File: src/hw/rtl/cmmc_pkg.sv
package cmmc_pkg;

  localparam int unsigned CHAR_W            = 8;
  localparam int unsigned STACK_DEPTH_DFLT  = 256;

  localparam int unsigned CFG_IDX_W  = 1;
  localparam int unsigned CFG_DATA_W = 8;

  localparam logic [CFG_IDX_W-1:0] CFG_CENTER_MARKER     = 1'b0;
  localparam logic [CFG_IDX_W-1:0] CFG_SEGMENT_SEPARATOR = 1'b1;

  localparam logic [CHAR_W-1:0] CENTER_MARKER_RST     = 8'd38;
  localparam logic [CHAR_W-1:0] SEGMENT_SEPARATOR_RST = 8'd35;

  typedef struct packed {
    logic push;
    logic pop;
    logic clear;
  } stk_cmd_t;

endpackage

File: src/hw/rtl/cmmc_if.sv
interface cmmc_in_if;
  logic                        valid;
  logic                        ready;
  logic [cmmc_pkg::CHAR_W-1:0] char_in;
  logic                        last_char;

  modport source (output valid, output char_in, output last_char, input ready);
  modport sink   (input valid, input char_in, input last_char, output ready);
endinterface

interface cmmc_out_if;
  logic valid;
  logic ready;
  logic all_segments_match;
  logic stack_overflowed;

  modport source (output valid, output all_segments_match, output stack_overflowed,
                  input ready);
  modport sink   (input valid, input all_segments_match, input stack_overflowed,
                  output ready);
endinterface

File: src/hw/rtl/cmmc_stack.sv
module cmmc_stack #(
  parameter int unsigned STACK_DEPTH = cmmc_pkg::STACK_DEPTH_DFLT,
  localparam int unsigned IW = (STACK_DEPTH > 1) ? $clog2(STACK_DEPTH) : 1,
  localparam int unsigned CW = $clog2(STACK_DEPTH + 1)
) (
  input  logic                        clk_i,
  input  logic                        rst_ni,
  input  cmmc_pkg::stk_cmd_t          cmd_i,
  input  logic [cmmc_pkg::CHAR_W-1:0] wdata_i,
  output logic [cmmc_pkg::CHAR_W-1:0] top_o,
  output logic [CW-1:0]               count_o
);

  logic [cmmc_pkg::CHAR_W-1:0] mem [STACK_DEPTH];
  logic [CW-1:0]               count_q, count_d;
  logic [cmmc_pkg::CHAR_W-1:0] top_q, top_d;
  logic [cmmc_pkg::CHAR_W-1:0] rd_q;
  logic [CW-1:0]               raddr_full;
  logic [IW-1:0]               raddr;
  logic [IW-1:0]               waddr;

  // rd_q tracks the entry just below the top (count - 2)
  always_comb begin
    count_d = count_q;
    top_d   = top_q;
    if (cmd_i.clear) begin
      count_d = '0;
    end else if (cmd_i.push) begin
      count_d = count_q + CW'(1);
      top_d   = wdata_i;
    end else if (cmd_i.pop) begin
      count_d = count_q - CW'(1);
      top_d   = rd_q;
    end
  end

  assign raddr_full = count_d - CW'(2);
  assign raddr      = raddr_full[IW-1:0];
  assign waddr      = count_q[IW-1:0];

  always_ff @(posedge clk_i or negedge rst_ni) begin
    if (!rst_ni) begin
      count_q <= '0;
    end else begin
      count_q <= count_d;
    end
  end

  always_ff @(posedge clk_i) begin
    top_q <= top_d;
  end

  always_ff @(posedge clk_i) begin
    if (cmd_i.push && !cmd_i.clear) begin
      mem[waddr] <= wdata_i;
    end
    rd_q <= mem[raddr];
  end

  assign top_o   = top_q;
  assign count_o = count_q;

endmodule

File: src/hw/rtl/center_marked_mirror_checker_top.sv
// channel | dir | payload                                  | note
// in_i    | in  | char_in[7:0], last_char                  | one word per byte
// out_o   | out | all_segments_match, stack_overflowed     | one word per string
// cfg     | in  | cfg_we_i, cfg_idx_i, cfg_wdata_i[7:0]   | 0 marker, 1 separator
//
// One byte per cycle while result words are taken; each byte is registered,
// then processed, and the result word shows up in the cycle after its last
// byte is processed. The stack is a single-port-write memory with a registered
// read of the entry below the top, so back-to-back pops do not stall.
// Reset clears all control state; stack contents are never cleared.
// in_i stalls only when a last byte is waiting and the result word is not taken.
module center_marked_mirror_checker_top #(
  parameter int unsigned STACK_DEPTH = cmmc_pkg::STACK_DEPTH_DFLT
) (
  input  logic                            clk_i,
  input  logic                            rst_ni,
  cmmc_in_if.sink                         in_i,
  cmmc_out_if.source                      out_o,
  input  logic                            cfg_we_i,
  input  logic [cmmc_pkg::CFG_IDX_W-1:0]  cfg_idx_i,
  input  logic [cmmc_pkg::CFG_DATA_W-1:0] cfg_wdata_i
);

  localparam int unsigned CW = $clog2(STACK_DEPTH + 1);

  logic [cmmc_pkg::CHAR_W-1:0] marker_q, sep_q;

  logic                        in_vld_q;
  logic [cmmc_pkg::CHAR_W-1:0] char_q;
  logic                        last_q;
  logic                        adv;

  logic past_q, past_d;
  logic segf_q, segf_d;
  logic strf_q, strf_d;
  logic ovf_q, ovf_d;

  logic out_vld_q;
  logic match_q, match_d;
  logic res_ovf_q, res_ovf_d;

  cmmc_pkg::stk_cmd_t          cmd;
  logic [cmmc_pkg::CHAR_W-1:0] top;
  logic [CW-1:0]               cnt;
  logic                        is_sep, is_mark, full, empty, mid_nz;
  logic                        seg_bad;

  always_ff @(posedge clk_i or negedge rst_ni) begin
    if (!rst_ni) begin
      marker_q <= cmmc_pkg::CENTER_MARKER_RST;
      sep_q    <= cmmc_pkg::SEGMENT_SEPARATOR_RST;
    end else if (cfg_we_i) begin
      case (cfg_idx_i)
        cmmc_pkg::CFG_CENTER_MARKER:     marker_q <= cfg_wdata_i;
        cmmc_pkg::CFG_SEGMENT_SEPARATOR: sep_q    <= cfg_wdata_i;
        default: ;
      endcase
    end
  end

  assign adv        = in_vld_q && !(last_q && out_vld_q && !out_o.ready);
  assign in_i.ready = !in_vld_q || adv;

  always_ff @(posedge clk_i or negedge rst_ni) begin
    if (!rst_ni) begin
      in_vld_q <= 1'b0;
    end else if (in_i.ready) begin
      in_vld_q <= in_i.valid;
    end
  end

  always_ff @(posedge clk_i) begin
    if (in_i.valid && in_i.ready) begin
      char_q <= in_i.char_in;
      last_q <= in_i.last_char;
    end
  end

  cmmc_stack #(
    .STACK_DEPTH(STACK_DEPTH)
  ) u_stack (
    .clk_i   (clk_i),
    .rst_ni  (rst_ni),
    .cmd_i   (cmd),
    .wdata_i (char_q),
    .top_o   (top),
    .count_o (cnt)
  );

  assign is_sep  = (char_q == sep_q);
  assign is_mark = (char_q == marker_q);
  assign full    = (cnt == CW'(STACK_DEPTH));
  assign empty   = (cnt == '0);

  always_comb begin
    past_d    = past_q;
    segf_d    = segf_q;
    strf_d    = strf_q;
    ovf_d     = ovf_q;
    cmd       = '0;
    match_d   = match_q;
    res_ovf_d = res_ovf_q;
    mid_nz    = 1'b0;
    seg_bad   = 1'b0;
    if (adv) begin
      if (is_sep) begin
        strf_d    = strf_q | segf_q | !past_q | !empty;
        past_d    = 1'b0;
        segf_d    = 1'b0;
        cmd.clear = 1'b1;
      end else if (!segf_q) begin
        if (!past_q) begin
          if (is_mark) begin
            past_d = 1'b1;
          end else if (full) begin
            ovf_d  = 1'b1;
            segf_d = 1'b1;
          end else begin
            cmd.push = 1'b1;
          end
        end else if (empty || (top != char_q)) begin
          segf_d = 1'b1;
        end else begin
          cmd.pop = 1'b1;
        end
      end
      if (last_q) begin
        if (cmd.clear) begin
          mid_nz = 1'b0;
        end else if (cmd.push) begin
          mid_nz = 1'b1;
        end else if (cmd.pop) begin
          mid_nz = (cnt != CW'(1));
        end else begin
          mid_nz = !empty;
        end
        seg_bad   = segf_d | !past_d | mid_nz;
        match_d   = !(strf_d | seg_bad);
        res_ovf_d = ovf_d;
        past_d    = 1'b0;
        segf_d    = 1'b0;
        strf_d    = 1'b0;
        ovf_d     = 1'b0;
        cmd.clear = 1'b1;
      end
    end
  end

  always_ff @(posedge clk_i or negedge rst_ni) begin
    if (!rst_ni) begin
      past_q    <= 1'b0;
      segf_q    <= 1'b0;
      strf_q    <= 1'b0;
      ovf_q     <= 1'b0;
      out_vld_q <= 1'b0;
    end else begin
      past_q <= past_d;
      segf_q <= segf_d;
      strf_q <= strf_d;
      ovf_q  <= ovf_d;
      if (adv && last_q) begin
        out_vld_q <= 1'b1;
      end else if (out_o.ready) begin
        out_vld_q <= 1'b0;
      end
    end
  end

  always_ff @(posedge clk_i) begin
    match_q   <= match_d;
    res_ovf_q <= res_ovf_d;
  end

  assign out_o.valid              = out_vld_q;
  assign out_o.all_segments_match = match_q;
  assign out_o.stack_overflowed   = res_ovf_q;

endmodule

File: src/flat_wrapper.sv
// flat-port wrapper written by rule: the top's interface ports become plain ports
module center_marked_mirror_checker_top_flat 
#(
  parameter int unsigned STACK_DEPTH = cmmc_pkg::STACK_DEPTH_DFLT
)
  (clk_i, rst_ni, cfg_we_i, cfg_idx_i, cfg_wdata_i, in_i_valid, in_i_char_in, in_i_last_char, in_i_ready, out_o_valid, out_o_all_segments_match, out_o_stack_overflowed, out_o_ready);
  cmmc_in_if in_i_i ();
  cmmc_out_if out_o_i ();
  input  logic clk_i;
  input  logic rst_ni;
  input  logic cfg_we_i;
  input  logic [cmmc_pkg::CFG_IDX_W-1:0] cfg_idx_i;
  input  logic [cmmc_pkg::CFG_DATA_W-1:0] cfg_wdata_i;
  input wire logic [$bits(in_i_i.valid)-1:0] in_i_valid;
  input wire logic [$bits(in_i_i.char_in)-1:0] in_i_char_in;
  input wire logic [$bits(in_i_i.last_char)-1:0] in_i_last_char;
  output wire logic [$bits(in_i_i.ready)-1:0] in_i_ready;
  output wire logic [$bits(out_o_i.valid)-1:0] out_o_valid;
  output wire logic [$bits(out_o_i.all_segments_match)-1:0] out_o_all_segments_match;
  output wire logic [$bits(out_o_i.stack_overflowed)-1:0] out_o_stack_overflowed;
  input wire logic [$bits(out_o_i.ready)-1:0] out_o_ready;
  assign in_i_i.valid = in_i_valid;
  assign in_i_i.char_in = in_i_char_in;
  assign in_i_i.last_char = in_i_last_char;
  assign in_i_ready = in_i_i.ready;
  assign out_o_valid = out_o_i.valid;
  assign out_o_all_segments_match = out_o_i.all_segments_match;
  assign out_o_stack_overflowed = out_o_i.stack_overflowed;
  assign out_o_i.ready = out_o_ready;
  center_marked_mirror_checker_top #(.STACK_DEPTH(STACK_DEPTH)) u_core (.clk_i(clk_i), .rst_ni(rst_ni), .in_i(in_i_i), .out_o(out_o_i), .cfg_we_i(cfg_we_i), .cfg_idx_i(cfg_idx_i), .cfg_wdata_i(cfg_wdata_i));
endmodule
File: config.mk
export PLATFORM = sky130hd
export DESIGN_NAME = center_marked_mirror_checker_top_flat
export DESIGN_NICKNAME = d
export VERILOG_FILES = /design/src/hw/rtl/cmmc_pkg.sv /design/src/hw/rtl/cmmc_if.sv /design/src/hw/rtl/cmmc_stack.sv /design/src/hw/rtl/center_marked_mirror_checker_top.sv /design/src/flat_wrapper.sv
export SDC_FILE = /design/constraint.sdc
export NUM_CORES = 2
export LEC_CHECK = 0
export BUFFER_PORTS_ARGS = -buffer_cell sky130_fd_sc_hd__buf_2
export CORE_MARGIN = 5
export CORE_UTILIZATION = 50
export CTS_BUF_LIST = sky130_fd_sc_hd__clkbuf_2
export CTS_CLUSTER_DIAMETER = 60
export CTS_CLUSTER_SIZE = 12
export DETAILED_ROUTE_END_ITERATION = 10
export PLACE_DENSITY = 0.65
export SKIP_CTS_REPAIR_TIMING = 1
export SKIP_LAST_GASP = 1
export SYNTH_ARGS = -nofsm -noshare
export SYNTH_HDL_FRONTEND = slang
export SYNTH_HIERARCHICAL = 1
export SYNTH_SLANG_ARGS = --single-unit
File: constraint.sdc
create_clock -name clk_i -period 14.3 [get_ports clk_i]
set_input_delay 2.145 -clock clk_i [delete_from_list [all_inputs] [get_ports clk_i]]
set_output_delay 2.145 -clock clk_i [all_outputs]
set_load 0.1 [all_outputs]
== Word level (Yosys, flattened, before mapping) ==
Memory sizes are Yosys's and may differ from the RTL's. A register that Yosys moved wholly into a read port is not among the register bits.
Index checks and enable logic that the tools add are counted.

* Mux-type cells: 49
* Add/subtract/negate cells: 3
* Bitwise gates (word level): 8
* Equality and inequality tests: 5
* Reductions and logical operators: 23

{| class="wikitable"
|+ Operators by type and width
! operator !! count
|-
| $mux 1 || 40
|-
| $mux 9 || 3
|-
| $eq 8x8->1 || 2
|-
| $mux 8 || 2
|-
| $add 9x1->9 const B || 1
|-
| $eq 9x9->1 const B || 1
|-
| $logic_not 9->1 || 1
|-
| $ne 9x1->1 const B || 1
|-
| $sub 9x1->9 const B || 1
|-
| $logic_not 1->1 || 8
|-
| $ne 8x8->1 || 1
|-
| $reduce_and 2->1 || 4
|-
| $sub 8x2->8 const B || 1
|-
| $logic_and 1x1->1 || 6
|-
| $mux 2 || 3
|-
| $or 1x1->1 || 6
|-
| $reduce_bool 2->1 || 2
|-
| $mux 3 || 1
|-
| $logic_or 1x1->1 || 2
|-
| $not 1->1 || 2
|}

* Memory bits (writable): 2048
* Bits of input ports: 23
* Logic and storage cells: 103
* Register bits after elaboration: 50
* Memories: 1
* Output and inout port bits: 4

{| class="wikitable"
|+ Memory list
! memory !! depth !! width !! read ports !! clocked after memory_dff !! wr ports !! line !! RTL
|-
| u_core.u_stack.mem || 256 || 8 || 1 || 1 || 1 || cmmc_stack.sv:14 || <nowiki>logic [cmmc_pkg::CHAR_W-1:0] mem [STACK_DEPTH];</nowiki>
|}

== Depth between registers and ports, before layout ==
* Depth in word-level cells: 15
* Depth in mapped cells: 27
* Mapped depth without buffers: 18

== By module ==
Netlist, hierarchy kept.

{| class="wikitable"
|+ By module, submodules not included
! module !! cells each !! area each (µm²) !! seq. area each (µm²) !! instances
|-
| cmmc_stack || 6773 || 84387.2 || 62124.6 || 1
|-
| center_marked_mirror_checker_top || 125 || 1611.5 || 888.4 || 1
|}

== Least setup slack after synthesis ==
No wires, ideal clock.

* Kind: reg2reg
* From: register u_core/char_q[1] in the netlist's numbering
* To: register u_core/u_stack/rd_q[5] in the netlist's numbering (read register of u_core.u_stack.mem)
* Buffers on the path: 8
* Stages on the path, launching flop included: 24
* Path slack: 6.288 ns
* Setup time: 0.131 ns
* Period minus slack after synthesis: 8.012 ns
* Data required time: 14.169 ns
* Data arrival time: 7.880 ns
* Path through: edfxtp_1 xor2_1 nor4_1 a21oi_1 nor2b_1 and3_1 buf_6 buf_2 o31ai_1 nor2b_1 buf_4 inv_2 buf_2 buf_2 buf_1 buf_2 ha_1 xnor2_4 buf_6 mux4_2 or3_1 o311a_1 o211ai_1 o41ai_1

{| class="wikitable"
|+ RTL lines
! what !! line !! RTL
|-
| start, declared || center_marked_mirror_checker_top.sv:29 || <nowiki>logic [cmmc_pkg::CHAR_W-1:0] char_q;</nowiki>
|-
| start signal, assigned || center_marked_mirror_checker_top.sv:74 || <nowiki>char_q <= in_i.char_in;</nowiki>
|-
| end, declared || cmmc_stack.sv:17 || <nowiki>logic [cmmc_pkg::CHAR_W-1:0] rd_q;</nowiki>
|}

==> impl_metrics.yaml <==
clock_network:
  cts_root_buffer: "clkbuf_2"
  path_clk_slew_ps: 230
  max-clock-path-buffers: 3
  tritoncts: "yes"
  htreeDepth: 4
  cts_buffers: 197
  clk_latency_ps: 1820
  clkSinkCount: 2106
worst_setup_path:
  critical-path-top-delay-family: "buffers and inverters"
  end_kind: "flop"
  cp-startpoint: "u_core/char_q[7]"
  startpoint_type: "flop"
  critPathMaxFanout: 193
  reg2reg_from: "u_core/char_q[7]"
  cp.required_ps: 16070
  cp_num_buf_inv: 5
  worstPathCellList: "buf_4, buf_4, xnor2_1, nand4_1, nor2_1, nor2_1, and3_1, o21a_1, or3_4, inv_8, buf_4, buf_12, nand2_1, nand3_1, nand2_1, mux4_2, o22ai_1, nor2_1, o22ai_1, or3_1"
  crit_type: "flop to flop"
  crit_arrival_ps: 10310
  crit_path_top_delay_cell: "buf_4"
  slowest_delay_ps: 770
synthesis:
  synth_cells: 6898
  synthArstFlopShare_pct: 1.472
  synth_top_family_by_area: "simple AND/OR/NAND/NOR gates"
  synth_xor_xnor_area_share_pct: 0.3739
  syn_area_per_cell_um2: 12.47
  synth.area.mux_share_pct: 1.758
  synth_flop_cell: "edfxtp_1"
  seq_area_frac_synth_pct: 73.27
  syn_area_um2: 86000
  yosys.area_share.simple_pct: 19.08
  synth-edff-count: 2067
  yosys_register_bits: 2106
  synth_compound_area_share_pct: 2.815
  ys_warn_count: 6
  syn_nets: 6926
  synthDistinctLibCells: 86
  yosys.area_share.adder_pct: 0.07275
detailed_routing:
  drtPass1Iterations: 8
  wirelength_mm: 242.0
  postRouteAntennaNets: 0
  routedWlPerCell_um: 26.39
  drc_errors: 0
  vias_per_cell: 6.100
  num_vias: 55930
  first_iter_violations: 7661
final_layout:
  drive_gt1_share_pct: 7.408
  post-route-util_pct: 52.14
  layout.nets: 6795
  syn2layout_area_growth_pct: 3.886
  ff_latch_area_um2: 63010
  stdcell_area_um2: 89340
  fill_cells: 14520
  multi_input_area_um2: 20820
grt:
  grt_max_degree: 196
  grt_pass1_wl_mm: 354.5
  grt_pass1_vias: 51940
  grt.overflow.total: 0
  grt_usage_pct: 26.33
  antenna_found_initial: 10
floorplan:
  die_h_um: 424.7
  io_pins: 27
  dieArea_um2: 180400
  core_area_um2: 171400
  die_x_um: 424.7
  rows: 152
  start_util_pct: 50.19
worst_hold_path:
  hp-class: "input pin to asynchronous set/reset pin"
power_and_ir_drop:
  power.density_nw_per_um2: 175.3
  peakVddDrop_mv: 0.1635
  power_leakage_nw: 30.54
  total_power_mw: 15.66
sta:
  maxSlewHeadroom_pct: 15.98
  fmax_mhz: 117.0
  period_minus_slack_ps: 8544
  final.setup.tns_ps: 0
  finalMaxSlewViolations: 0
  setup_viol: 0
  worstMarginPinSlew_ps: 1260
  grt_setup_unrepaired: "no"
  fin_worst_skew_ps: 170.2
  hold_violations: 0
  min_period_over_period_pct: 59.75
placed_design:
  gp_congestion: 0.9173
  portBuffers: 26
  placed_area_um2: 87850
  place_hpwl_mm: 136.6
outcome:
  outcome: "completed"
run:
  cap_viol_max_count: 0
-- final timing paths --
kind                                           end  cells past startpoint  slack [ps]
min in group clk_i              u_core/out_o.valid                      2         540
hold reg to reg            u_core/u_stack/top_o[4]                      1         540
setup reg to reg            u_core/u_stack/rd_q[0]                     20        5760
max in group asynchronous             u_core/ovf_q                      1       13350
setup / recovery            u_core/u_stack/rd_q[0]                     20        5760
hold / removal                  u_core/marker_q[0]                      1         390
-- worst reg2reg max path, delay by kind of cell (launching register included) --
kind	cells	cell delay, ps
compound gates	3	1120
simple gates	10	2970
xor+xnor	1	210
flops	1	360
mux	1	510
buf+inv	5	3380
-- registers in the layout, summed over array words and instances (netlist names), 8 cells and up --
signal	cells
u_core/u_stack/mem	2048
u_core/u_stack/count_o	9
u_core/char_q	8
u_core/marker_q	8
u_core/sep_q	8
u_core/u_stack/rd_q	8
u_core/u_stack/top_o	8
-- cells in the mapped netlist, types with 23 or more instances --
cell type	n	area share (%)
nand3_1	1174	6.8
nor2_1	292	1.3
a31oi_1	39	0.28
dfrtp_1	25	0.73
o21ai_0	45	0.26
buf_2	240	1.4
a21oi_1	37	0.22
edfxtp_1	2067	72
o22ai_1	32	0.23
mux2i_1	70	0.81
a31o_2	23	0.23
a311oi_1	80	0.81
clkbuf_1	141	0.62
buf_1	35	0.15
mux2_2	26	0.34
and3_1	101	0.73
buf_4	34	0.30
nand2_1	2168	9.5
-- through the flow --
step           setup WS (ps)  cells  hold WS, ps
2_1_floorplan           6288   6898        457.6
3_3_place_gp            5638   8878        489.3
3_5_place_dp            5590   8878        496.0
4_1_cts                 5860   9154        157.3
5_1_grt                 5349   9163        209.3
6_report                5756   9169        387.8
-- final cells by class --
type	count	area share, %
Timing Repair Buffer	128	1.185
Sequential cell	2106	70.53
Inverter	14	0.07563
Tap cell	2310	3.235
Clock buffer	251	1.406
Clock inverter	25	0.2213
Multi-Input combinational cell	4320	23.30
Antenna cell	15	0.04201
-- cell families (layout without fill, tap and decap cells) --
logic type      after synthesis  count (layout)
simple gates               3828            3828
flops                      2106            2106
buf+inv                     472             418
compound gates              336             336
mux                         119             119
xor+xnor                     32              32
fa+ha+maj                     5               5
other cells                   0              15
-- report_power, final --
| part | switching (mW) | total, mW | internal [mW] |
|---|---|---|---|
| sequential | 0.0365 | 6.87 | 6.83 |
| clock | 1.87 | 2.38 | 0.506 |
| combinational | 4.72 | 6.41 | 1.69 |
-- placed cells by master (no fill, tap or decap), types with 23 or more instances in the layout --
| cell type | synthesis | layout |
|---|---|---|
| nand2_1 | 2168 | 2165 |
| mux2_2 | 26 | 26 |
| buf_4 | 34 | 89 |
| a21oi_1 | 37 | 37 |
| buf_2 | 240 | 26 |
| and3_1 | 101 | 101 |
| o22ai_1 | 32 | 32 |
| a31oi_1 | 39 | 39 |
| nand3_1 | 1174 | 1172 |
| nor2_1 | 292 | 291 |
| a31o_2 | 23 | 23 |
| edfxtp_1 | 2067 | 2067 |
| a311oi_1 | 80 | 80 |
| o21ai_0 | 45 | 45 |
| clkbuf_2 | 0 | 251 |
| dfrtp_1 | 25 | 25 |
| mux2i_1 | 70 | 70 |
-- layer usage --
metal | global-route usage [%] | part of all wire (%) | wire (um) | vias up
li1 | - | - | - | 24530
met1 | 37.63 | 40 | 97280 | 27900
met2 | 39.98 | 46 | 110100 | 3032
met3 | 5.458 | 10 | 24700 | 468
met4 | 10.29 | 4.1 | 9850 | 2
met5 | 0 | 0.0045 | 11 | -
Power figures use the tool's default switching activity.
